$ cat config.mk
export PLATFORM = sky130hd
export DESIGN_NAME = key_event_to_utf8_bytes
export DESIGN_NICKNAME = d
export VERILOG_FILES = /design/src/sv/ke2u8_pkg.sv /design/src/sv/key_event_to_utf8_bytes.sv /design/src/sv/ke2u8_front.sv /design/src/sv/ke2u8_queue.sv /design/src/sv/ke2u8_back.sv
export VERILOG_INCLUDE_DIRS = /design/src /design/src/sv
export SDC_FILE = /design/constraint.sdc
export NUM_CORES = 1
export LEC_CHECK = 0
export BUFFER_PORTS_ARGS = -buffer_cell sky130_fd_sc_hd__buf_2
export CAP_MARGIN = 10
export CORE_ASPECT_RATIO = 1.2
export CORE_MARGIN = 10
export CORE_UTILIZATION = 53
export DETAILED_ROUTE_END_ITERATION = 6
export PLACE_DENSITY_LB_ADDON = 0.2
export SYNTH_ARGS = -nofsm -noshare
export SYNTH_HDL_FRONTEND = slang
export SYNTH_SLANG_ARGS = --single-unit
$ cat constraint.sdc
create_clock -name clock -period 3.6 [get_ports clock]
set_clock_uncertainty 0.15 [all_clocks]
set_input_delay 0 -clock clock [delete_from_list [all_inputs] [get_ports clock]]
set_output_delay 0 -clock clock [all_outputs]
set_load 0.1 [all_outputs]
$ cat src/sv/key_event_to_utf8_bytes_macros.svh
// Assertion helpers shared by the converter modules.
// They expect signals named clock and reset in the scope where they are used.
`ifndef KEY_EVENT_TO_UTF8_BYTES_MACROS_SVH
`define KEY_EVENT_TO_UTF8_BYTES_MACROS_SVH

// The condition holds at every edge outside reset.
`define KE_ASSERT_ALWAYS(lbl, cond) \
   lbl: assert property (@(posedge clock) disable iff (reset) (cond)) \
      else $error("key event converter: invariant violated");

// The consequent holds in the cycle after the antecedent.
`define KE_ASSERT_NEXT(lbl, ante, cons) \
   lbl: assert property (@(posedge clock) disable iff (reset) (ante) |=> (cons)) \
      else $error("key event converter: sequence violated");

`endif

$ cat src/sv/ke2u8_pkg.sv
package ke2u8_pkg;

   // Virtual key codes that bypass the code unit.
   localparam logic [7:0] HOME_VKEY   = 8'h24;
   localparam logic [7:0] LEFT_VKEY   = 8'h25;
   localparam logic [7:0] UP_VKEY     = 8'h26;
   localparam logic [7:0] RIGHT_VKEY  = 8'h27;
   localparam logic [7:0] DOWN_VKEY   = 8'h28;
   localparam logic [7:0] DELETE_VKEY = 8'h2E;

   localparam logic [15:0] CHAR_A = 16'h0041;
   localparam logic [15:0] CHAR_B = 16'h0042;
   localparam logic [15:0] CHAR_C = 16'h0043;
   localparam logic [15:0] CHAR_D = 16'h0044;

   localparam logic [15:0] CU_NONE      = 16'h0000;
   localparam logic [15:0] CU_BACKSPACE = 16'h0008;
   localparam logic [15:0] CU_ASCII_END = 16'h0080;
   localparam logic [15:0] CODE_DEL     = 16'h007F;

   localparam logic [15:0] HIGH_SURR_FIRST = 16'hD800;
   localparam logic [15:0] HIGH_SURR_LAST  = 16'hDBFF;
   localparam logic [15:0] LOW_SURR_FIRST  = 16'hDC00;
   localparam logic [15:0] LOW_SURR_LAST   = 16'hDFFF;

   localparam logic [20:0] CP_REPLACEMENT = 21'h00FFFD;
   localparam logic [20:0] CP_TWO_BYTE_END = 21'h000800;
   localparam logic [20:0] CP_BMP_END      = 21'h010000;

   localparam logic [15:0] HOME_CODE_RESET   = 16'd256;
   localparam logic [15:0] DELETE_CODE_RESET = 16'd257;

   // Register index, taken from address bit 2.
   localparam logic CSR_HOME_IDX   = 1'b0;
   localparam logic CSR_DELETE_IDX = 1'b1;

   localparam int QUEUE_DEPTH_DEFAULT = 4;

   // One decoded event: count of codes to emit (0 to 4), first code in slot 0.
   typedef struct packed {
      logic [2:0]        count;
      logic [3:0][15:0]  codes;
   } cmd_type;

   typedef struct packed {
      logic    valid;
      cmd_type cmd;
   } queue_head_type;

endpackage

$ cat src/sv/key_event_to_utf8_bytes.sv
// Converts console key events into result codes: arrow letters, the configured
// Home and Delete codes, ASCII, or the UTF-8 bytes of the typed character, with
// surrogate pairs joined across two events. An event is accepted in every cycle
// while the command queue (QUEUE_DEPTH entries) has room; events that give no
// result, including a held high surrogate, never enter the queue. The result
// side delivers one beat per cycle while pop is held and results wait in the
// queue; an event gives one to four results. The first result of an event
// passes through its queue entry and the output register to the result ports,
// if nothing ahead of it waits. Registers: home_key_code at address 0 and
// delete_key_code at address 4, 16 bits each in the low half of the data word.
module key_event_to_utf8_bytes #(
   parameter int QUEUE_DEPTH = ke2u8_pkg::QUEUE_DEPTH_DEFAULT
) (
   input  logic        clock,
   input  logic        reset,
   input  logic        push,
   output logic        full,
   input  logic        req_is_key_event,
   input  logic        req_key_down,
   input  logic [7:0]  req_virtual_key,
   input  logic [15:0] req_code_unit,
   output logic        empty,
   input  logic        pop,
   output logic [15:0] rsp_key_code,
   output logic        rsp_last,
   input  logic        psel,
   input  logic        penable,
   input  logic        pwrite,
   input  logic [2:0]  paddr,
   input  logic [31:0] pwdata,
   output logic [31:0] prdata,
   output logic        pready
);
   import ke2u8_pkg::*;

   logic           in_fire;
   logic           q_push;
   logic           q_pop;
   logic           csr_write;
   cmd_type        cmd;
   queue_head_type head;
   logic [15:0]    home_code_ff;
   logic [15:0]    delete_code_ff;

   assign pready    = 1'b1;
   assign csr_write = psel && penable && pwrite && pready;
   assign prdata    = {16'd0, (paddr[2] == CSR_DELETE_IDX) ? delete_code_ff : home_code_ff};

   always_ff @(posedge clock) begin
      if (reset) begin
         home_code_ff   <= HOME_CODE_RESET;
         delete_code_ff <= DELETE_CODE_RESET;
      end else if (csr_write) begin
         if (paddr[2] == CSR_HOME_IDX) begin
            home_code_ff <= pwdata[15:0];
         end else begin
            delete_code_ff <= pwdata[15:0];
         end
      end
   end

   assign in_fire = push && !full;
   assign q_push  = in_fire && (cmd.count != 3'd0);

   ke2u8_front u_front (
      .clock           (clock),
      .reset           (reset),
      .accept          (in_fire),
      .is_key_event    (req_is_key_event),
      .key_down        (req_key_down),
      .virtual_key     (req_virtual_key),
      .code_unit       (req_code_unit),
      .home_key_code   (home_code_ff),
      .delete_key_code (delete_code_ff),
      .cmd             (cmd)
   );

   ke2u8_queue #(
      .DEPTH (QUEUE_DEPTH)
   ) u_queue (
      .clock    (clock),
      .reset    (reset),
      .push     (q_push),
      .push_cmd (cmd),
      .full     (full),
      .pop      (q_pop),
      .head     (head)
   );

   ke2u8_back u_back (
      .clock        (clock),
      .reset        (reset),
      .head         (head),
      .q_pop        (q_pop),
      .pop          (pop),
      .empty        (empty),
      .rsp_key_code (rsp_key_code),
      .rsp_last     (rsp_last)
   );

endmodule

$ cat src/sv/ke2u8_front.sv
`include "key_event_to_utf8_bytes_macros.svh"

module ke2u8_front (
   input  logic               clock,
   input  logic               reset,
   input  logic               accept,
   input  logic               is_key_event,
   input  logic               key_down,
   input  logic [7:0]         virtual_key,
   input  logic [15:0]        code_unit,
   input  logic [15:0]        home_key_code,
   input  logic [15:0]        delete_key_code,
   output ke2u8_pkg::cmd_type cmd
);
   import ke2u8_pkg::*;

   logic [15:0] held_ff;
   logic [15:0] held_in;
   logic [20:0] cp;
   logic        use_utf8;
   logic        is_high;
   logic        is_low;
   logic        takes_high;

   assign is_high = (code_unit >= HIGH_SURR_FIRST) && (code_unit <= HIGH_SURR_LAST);
   assign is_low  = (code_unit >= LOW_SURR_FIRST) && (code_unit <= LOW_SURR_LAST);

   // A pressed high surrogate on a key outside the navigation set is stored.
   assign takes_high = is_key_event && key_down && is_high
                       && (virtual_key != HOME_VKEY) && (virtual_key != DELETE_VKEY)
                       && ((virtual_key < LEFT_VKEY) || (virtual_key > DOWN_VKEY));

   always_comb begin
      cmd.count = 3'd0;
      cmd.codes = '0;
      held_in   = held_ff;
      cp        = '0;
      use_utf8  = 1'b0;
      if (is_key_event && key_down) begin
         case (virtual_key)
            UP_VKEY: begin
               cmd.count    = 3'd1;
               cmd.codes[0] = CHAR_A;
            end
            DOWN_VKEY: begin
               cmd.count    = 3'd1;
               cmd.codes[0] = CHAR_B;
            end
            RIGHT_VKEY: begin
               cmd.count    = 3'd1;
               cmd.codes[0] = CHAR_C;
            end
            LEFT_VKEY: begin
               cmd.count    = 3'd1;
               cmd.codes[0] = CHAR_D;
            end
            HOME_VKEY: begin
               cmd.count    = 3'd1;
               cmd.codes[0] = home_key_code;
            end
            DELETE_VKEY: begin
               cmd.count    = 3'd1;
               cmd.codes[0] = delete_key_code;
            end
            default: begin
               if (code_unit == CU_NONE) begin
                  cmd.count = 3'd0;
               end else if (code_unit == CU_BACKSPACE) begin
                  cmd.count    = 3'd1;
                  cmd.codes[0] = CODE_DEL;
               end else if (code_unit < CU_ASCII_END) begin
                  cmd.count    = 3'd1;
                  cmd.codes[0] = code_unit;
               end else if (is_high) begin
                  held_in = code_unit;
               end else if (is_low) begin
                  use_utf8 = 1'b1;
                  if (held_ff != 16'd0) begin
                     // The ten payload bits of each half sit side by side above 0x10000.
                     cp      = CP_BMP_END + {1'b0, held_ff[9:0], code_unit[9:0]};
                     held_in = 16'd0;
                  end else begin
                     cp = CP_REPLACEMENT;
                  end
               end else begin
                  use_utf8 = 1'b1;
                  cp       = {5'd0, code_unit};
               end
            end
         endcase
      end

      if (use_utf8) begin
         if (cp < CP_TWO_BYTE_END) begin
            cmd.count    = 3'd2;
            cmd.codes[0] = {8'h00, 3'b110, cp[10:6]};
            cmd.codes[1] = {8'h00, 2'b10, cp[5:0]};
         end else if (cp < CP_BMP_END) begin
            cmd.count    = 3'd3;
            cmd.codes[0] = {8'h00, 4'b1110, cp[15:12]};
            cmd.codes[1] = {8'h00, 2'b10, cp[11:6]};
            cmd.codes[2] = {8'h00, 2'b10, cp[5:0]};
         end else begin
            cmd.count    = 3'd4;
            cmd.codes[0] = {8'h00, 5'b11110, cp[20:18]};
            cmd.codes[1] = {8'h00, 2'b10, cp[17:12]};
            cmd.codes[2] = {8'h00, 2'b10, cp[11:6]};
            cmd.codes[3] = {8'h00, 2'b10, cp[5:0]};
         end
      end
   end

   always_ff @(posedge clock) begin
      if (reset) begin
         held_ff <= 16'd0;
      end else if (accept) begin
         held_ff <= held_in;
      end
   end

   `KE_ASSERT_NEXT(a_high_surrogate_held, accept && takes_high, held_ff == $past(code_unit))

endmodule

$ cat src/sv/ke2u8_queue.sv
`include "key_event_to_utf8_bytes_macros.svh"

module ke2u8_queue #(
   parameter int DEPTH = ke2u8_pkg::QUEUE_DEPTH_DEFAULT
) (
   input  logic                      clock,
   input  logic                      reset,
   input  logic                      push,
   input  ke2u8_pkg::cmd_type        push_cmd,
   output logic                      full,
   input  logic                      pop,
   output ke2u8_pkg::queue_head_type head
);
   import ke2u8_pkg::*;

   localparam int AW = (DEPTH > 1) ? $clog2(DEPTH) : 1;
   localparam int CW = $clog2(DEPTH + 1);

   cmd_type         entries_ff [DEPTH];
   logic [AW-1:0]   wr_ptr_ff;
   logic [AW-1:0]   wr_ptr_in;
   logic [AW-1:0]   rd_ptr_ff;
   logic [AW-1:0]   rd_ptr_in;
   logic [CW-1:0]   count_ff;
   logic [CW-1:0]   count_in;

   assign full       = (count_ff == CW'(DEPTH));
   assign head.valid = (count_ff != '0);
   assign head.cmd   = entries_ff[rd_ptr_ff];

   always_comb begin
      wr_ptr_in = wr_ptr_ff;
      rd_ptr_in = rd_ptr_ff;
      count_in  = count_ff;
      if (push) begin
         wr_ptr_in = (wr_ptr_ff == AW'(DEPTH - 1)) ? '0 : wr_ptr_ff + 1'b1;
      end
      if (pop) begin
         rd_ptr_in = (rd_ptr_ff == AW'(DEPTH - 1)) ? '0 : rd_ptr_ff + 1'b1;
      end
      if (push && !pop) begin
         count_in = count_ff + 1'b1;
      end else if (pop && !push) begin
         count_in = count_ff - 1'b1;
      end
   end

   always_ff @(posedge clock) begin
      if (reset) begin
         wr_ptr_ff <= '0;
         rd_ptr_ff <= '0;
         count_ff  <= '0;
      end else begin
         wr_ptr_ff <= wr_ptr_in;
         rd_ptr_ff <= rd_ptr_in;
         count_ff  <= count_in;
      end
   end

   always_ff @(posedge clock) begin
      if (push) begin
         entries_ff[wr_ptr_ff] <= push_cmd;
      end
   end

   `KE_ASSERT_ALWAYS(a_no_push_when_full, !(push && full))
   `KE_ASSERT_ALWAYS(a_no_pop_when_empty, !(pop && !head.valid))

endmodule

$ cat src/sv/ke2u8_back.sv
`include "key_event_to_utf8_bytes_macros.svh"

module ke2u8_back (
   input  logic                      clock,
   input  logic                      reset,
   input  ke2u8_pkg::queue_head_type head,
   output logic                      q_pop,
   input  logic                      pop,
   output logic                      empty,
   output logic [15:0]               rsp_key_code,
   output logic                      rsp_last
);
   import ke2u8_pkg::*;

   logic [1:0]  idx_ff;
   logic [1:0]  idx_in;
   logic        valid_ff;
   logic        valid_in;
   logic [15:0] code_ff;
   logic [15:0] code_in;
   logic        last_ff;
   logic        last_in;
   logic        pop_fire;
   logic        load;
   logic        is_last;

   assign pop_fire = pop && valid_ff;
   // The output register takes a new beat when it is free or being emptied.
   assign load     = head.valid && (!valid_ff || pop_fire);
   assign is_last  = ({1'b0, idx_ff} == (head.cmd.count - 3'd1));
   assign q_pop    = load && is_last;

   always_comb begin
      idx_in   = idx_ff;
      valid_in = valid_ff;
      code_in  = code_ff;
      last_in  = last_ff;
      if (load) begin
         valid_in = 1'b1;
         code_in  = head.cmd.codes[idx_ff];
         last_in  = is_last;
         idx_in   = is_last ? 2'd0 : idx_ff + 2'd1;
      end else if (pop_fire) begin
         valid_in = 1'b0;
      end
   end

   always_ff @(posedge clock) begin
      if (reset) begin
         idx_ff   <= 2'd0;
         valid_ff <= 1'b0;
      end else begin
         idx_ff   <= idx_in;
         valid_ff <= valid_in;
      end
      code_ff <= code_in;
      last_ff <= last_in;
   end

   assign empty        = !valid_ff;
   assign rsp_key_code = code_ff;
   assign rsp_last     = last_ff;

   `KE_ASSERT_ALWAYS(a_index_within_count, !head.valid || ({1'b0, idx_ff} < head.cmd.count))

endmodule
# Word level (Yosys, flattened, before mapping)
# Memory sizes are Yosys's and may differ from the RTL's. A register that Yosys moved wholly into a read port is not among the register bits.
# Index checks and enable logic that the tools add are counted.
[totals] reg_bits=75 latch_bits=0 ram_bits=268 mem_bits_ro=0 in_bits=68 out_inout_bits=52 word_cells=119 memories=1
[memory_table] name="u_queue.entries_ff" words=4 width=67 rd=1 rd_ports_with_merged_regs=1 wr=1 line="ke2u8_queue.sv:19" rtl="cmd_type entries_ff [DEPTH];"
[op_classes] addsub=7 multipliers=0 div_mod_pow=0 n_lt_le_gt_ge=8 n_eq_ne=11 shift=0 mux=48 bitwise=5 n_reduce_logical=29
[ops] operator="2-to-1 mux 21 bit" count=8
[ops] operator="2-to-1 mux 16 bit" count=9
[ops] operator="case mux 16 bit (6 select lines)" count=1
[ops] operator="2-to-1 mux 67 bit" count=1
[ops] operator="2-to-1 mux 32 bit" count=2
[ops] operator="equality test 8 x 6 -> 1 bit (second input constant)" count=6
[ops] operator="2-to-1 mux 38 bit" count=1
[ops] operator="binary-select mux 16 bit (select 2 bit)" count=1
[ops] operator="greater-or-equal comparator 16 bit (second input constant)" count=2
[ops] operator="less-or-equal comparator 16 bit (second input constant)" count=2
[ops] operator="2-to-1 mux 3 bit" count=8
[ops] operator="adder 17 x 20 -> 21 bit (first input constant)" count=1
[ops] operator="< comparator 21 x 12 -> 1 bit (second input constant)" count=1
[ops] operator="< comparator 21 x 17 -> 1 bit (second input constant)" count=1
[ops] operator="equality test 16 x 4 -> 1 bit (second input constant)" count=1
[ops] operator="zero test 16 bit" count=1
[ops] operator="< comparator 16 x 8 -> 1 bit (second input constant)" count=1
[ops] operator="nonzero test 16 bit" count=1
[ops] operator="logical AND 1 bit" count=12
[ops] operator="2-to-1 mux 1 bit" count=11
[ops] operator="2-to-1 mux 2 bit" count=5
[ops] operator="2-to-1 mux 8 bit" count=1
[ops] operator="AND reduction 8 bit" count=1
[ops] operator="nonzero test 2 bit" count=4
[ops] operator="other kinds (13)" count=26

# Logic depth before layout (Yosys ltp)
[logic_depth] depth_word=19 depth_mapped=15 ltp_nobuf=12

# Hierarchy
# Synthesis repeated with hierarchy kept, for this count alone.
[hier_totals] cells_unflattened=915 hier_area_um2=15015.7
[by_module_without_submodules] module="ke2u8_queue" n_inst=1 cells_each=394 area_per_inst_um2=10143.5 seq_area_each_um2=8227.9
[by_module_without_submodules] module="ke2u8_front" n_inst=1 cells_each=295 area_per_inst_um2=2063.2 seq_area_each_um2=320.3
[by_module_without_submodules] module="key_event_to_utf8_bytes" n_inst=1 cells_each=164 area_per_inst_um2=1721.7 seq_area_each_um2=640.6
[by_module_without_submodules] module="ke2u8_back" n_inst=1 cells_each=62 area_per_inst_um2=1087.3 seq_area_each_um2=570.5

# Worst setup path before layout
# Ideal clock, no wire load.
[synth_timing] path_kind="register -> register" start="reg with a tool-made name" end="reg u_queue.count_ff[2]" setup_ns=0.070 arrival_ns=3.664 required_ns=3.380 slack_ns=-0.284 path_stages_with_launch=16 n_path_buf=3 period_less_slack_ns=3.884 path_cell_list="dfxtp_1 buf_2 buf_2 buf_2 mux4_2 inv_1 ha_1 xnor2_1 nor3_1 nand2_1 ha_1 inv_1 fa_1 xor2_1 or3_1 a21oi_1"
[synth_rtl] item="end signal, assigned" line="ke2u8_queue.sv:56" rtl="count_ff <= count_in;"
[synth_rtl] item="end, declared" line="ke2u8_queue.sv:24" rtl="logic [CW-1:0] count_ff;"

==> summary.txt <==
Floorplan
  • Row count: 55
  • Die Span X: 146.8 µm
  • Starting Density: 54.06%
  • Die area: 0.02528 mm²
  • Die H: 172.2 µm
  • # IOs: 120
  • Core area: about 0.019 mm²

Pwr
  • Combinational cell fraction of total power: 20.9%
  • Worst IR Drop VDD: 0.3383 mV
  • Power share of the sequential group: between 40 and 50%
  • Cell area power density: 566.4 mW/mm²
  • Switching Share: 30.78%
  • Clock share of power: 33.0%
  • P_sw: 0.002070 W
  • Leakage: around 4.3 nW
  • Internal cell power: 0.004655 W

Clock tree
  • CTS clk-pin slew, worst paths: 0.06 ns
  • Num CTS Buffers: 23
  • Worst-Skew Late Latency: 0.50 ns
  • Clk sinks: roughly 230
  • Clock tree root driver cell: clkbuf_16
  • Clk buf depth: 3
  • CTS tree: done
  • H-Tree Depth: 1
  • Post-CTS Setup Inserts: 0

Route
  • DRC: 0
  • Initial DRC Count: 550
  • Vias: 6537
  • WL per Instance: 20.48 µm
  • Total wire length: 23.21 mm
  • Drt via density: 5.770
  • Antenna viol nets, final: 0
  • DRT Pass-1 Iters: 5

Logic synthesis
  • Sequential share of the synthesized area: 62.52%
  • Post-synth top area cell: edfxtp_1
  • Most numerous cell in the Yosys netlist: edfxtp_1
  • Synth top cells by count: 173 x edfxtp_1, 82 x nand2_1, 63 x nor2_1
  • Mapped Cells: between 700 and 800
  • Mapped cell area: 0.01023 mm²
  • Synth cell types: 78
  • Yosys top cell area share: 50.78%
  • Number of flops mapped to enable cells by yosys: 173
  • Ys flop type: edfxtp_1
  • Post-synthesis register bit count: 233
  • Top post-synthesis cells by area: edfxtp_1 51%, dfxtp_1 12%, mux4_2 10%
  • Async set or reset register ratio after synthesis: 0%
  • Syn_area_per_cell: 13.77 µm²
  • Synthesis Warnings: 0

Timing
  • Max Clock Freq: 310.3 MHz
  • Min Tclk post-route: 3.223 ns
  • Worst Tran Pin Value: 1.170 ns
  • Final Setup Violations: 0
  • Final Max Tran Viols: 0
  • Fin crit share: 89.53%
  • Count of final hold-check violations: 0
  • Setup TNS: 0 ns
  • RSZ-0062 raised after global routing: false
  • Relative slew slack: 21.69%

Finish
  • Fin nets: 937
  • Fill count: about 1400
  • Layout cells sized above 1: 25.34%
  • Syn-to-layout area delta: 16.07%
  • Layout Utilization: 62.75%

Worst setup path
  • Arr. time, crit path: 3.50 ns
  • Startpoint Class: register
  • Crit path kind: reg -> reg
  • CP Capture Type: register
  • CP max FO: 5
  • CP required: 3.88 ns

Worst hold path
  • Hold Crit Class: in -> reg

GRT
  • Vias in the first global route: 6692
  • Gr ovfl total: 0
  • Initial antenna violation count: 1
  • Largest net degree at the start of global routing: just under 60
  • Tot GR Track Use: 18.09%
  • Global-route wire length before repair: ~37 mm

Place
  • DP HPWL: 15.82 mm
  • IO Port Bufs: 84
  • GPL Wtd Cong: roughly 0.93

Run status
  • Outcome: finished, final reports clean

Run
  • Max Cap Viol: 0
## cells in the final DEF, fill, tap and decap left out, drive strengths merged, types with 6 or more instances in the layout
master | Yosys | layout
a22oi | 21 | 21
nand2 | 83 | 83
mux4 | 46 | 46
edfxtp | 173 | 173
clkbuf | 22 | 26
nor2b | 13 | 13
nor3 | 14 | 14
mux2i | 6 | 6
mux2 | 17 | 17
conb | 2 | 17
dfxtp | 60 | 60
nor2 | 63 | 63
buf | 35 | 101
ha | 9 | 9
dlygate4sd3 | 0 | 32
a21oi | 46 | 46
o21ai | 18 | 18
clkinv | 0 | 12
inv | 16 | 17
## worst paths after layout
path | startpoint | to | slack, ns | cells after the start
worst max-delay path | register | u_queue.count_ff[2] | 0.38 | 12
worst min-delay path | pwrite | delete_code_ff[7] | 0.04 | 5
worst min register to register | home_code_ff[7] | home_code_ff[7] | 0.32 | 2
worst max register to register | register | u_queue.count_ff[2] | 0.38 | 12
## routing by layer
metal / share of wire (%) / vias to the layer above / track usage [%] / wire length, µm
met1: 41 / 3243 / 23.17 / 9421
met2: 51 / 241 / 30.75 / 11750
met4: 2.0 / 0 / 5.795 / 464
met5: 0 / - / 0 / 0
met3: 6.8 / 31 / 3.163 / 1576
li1: - / 3022 / - / -
## power by group through the flow
| stage | logic [W] | registers, W | clock network [W] |
|---|---|---|---|
| after floorplan | 0.000653 | 0.00363 | 0 |
| after global placement | 0.00137 | 0.00315 | 0 |
| after detailed placement | 0.00140 | 0.00316 | 0 |
| after CTS | 0.00143 | 0.00310 | 0.00226 |
| after global routing | 0.00148 | 0.00311 | 0.00239 |
| final | 0.00141 | 0.00310 | 0.00222 |
## critical path: stages, from the launching register on
cell     delay [ns]
dfxtp_2        0.39
mux4_2         0.56
inv_1          0.08
ha_1           0.23
xnor2_1        0.17
nor3_1         0.11
nand2_1        0.17
ha_1           0.21
inv_1          0.06
fa_1           0.37
xor2_1         0.18
or3_1          0.31
a21oi_1        0.15
## timing repair
| action | 4_1_cts | 5_1_grt |
|---|---|---|
| hold buffers | 30 | 2 |
| setup endpoints to repair | 0 | 1 |
| hold endpoints to repair | 89 | 8 |
| gates resized for setup | 0 | 1 |
## state kept, by name, indices dropped and copies added, names as in the netlist, 3 cells and up, named ones only
signal	flops
u_front.held_ff	16
u_queue.count_ff	3
u_queue.entries_ff	156
u_back.rsp_key_code	16
home_code_ff	16
delete_code_ff	16
## stage by stage
stage,total power (W),instances,instance area (µm²),hold WS (ns),worst slack (ns)
global route,0.006983,1133,11880,0.03689,0.1512
detailed placement,0.004551,1057,10830,0.08173,0.3945
global placement,0.004516,1057,10830,0.07295,0.5260
CTS,0.006787,1129,11840,0.01509,0.3520
floorplan,0.004283,758,10300,-0.02902,0.04710
finish,0.006726,1133,11880,0.03819,0.3771
## cell type report
type	count	area, µm²	area share (%)
flip-flops and latches	233	6397	53.87
multi-input cells	452	3518	29.63
repair buffers	133	872.1	7.344
clock buffers	26	586.8	4.942
well taps	256	320.3	2.697
clock inverters	16	117.6	0.9904
inverters	16	60.06	0.5057
diodes	1	2.502	0.02107
## logic make-up (layout without fill, tap and decap cells)
logic type / after synthesis / in the layout / share of synthesized area, %
flip-flops: 233 / 233 / 62.52
AND/OR/NAND/NOR: 223 / 223 / 10.62
AO/OA/AOI/OAI: 123 / 123 / 8.316
buffers and inverters: 73 / 191 / 3.742
multiplexers: 69 / 69 / 12.58
adder cells (fa/ha/maj): 10 / 10 / 1.296
XOR/XNOR: 10 / 10 / 0.8560
other: 2 / 18 / 0.07340
Power figures use the tool's default switching activity.
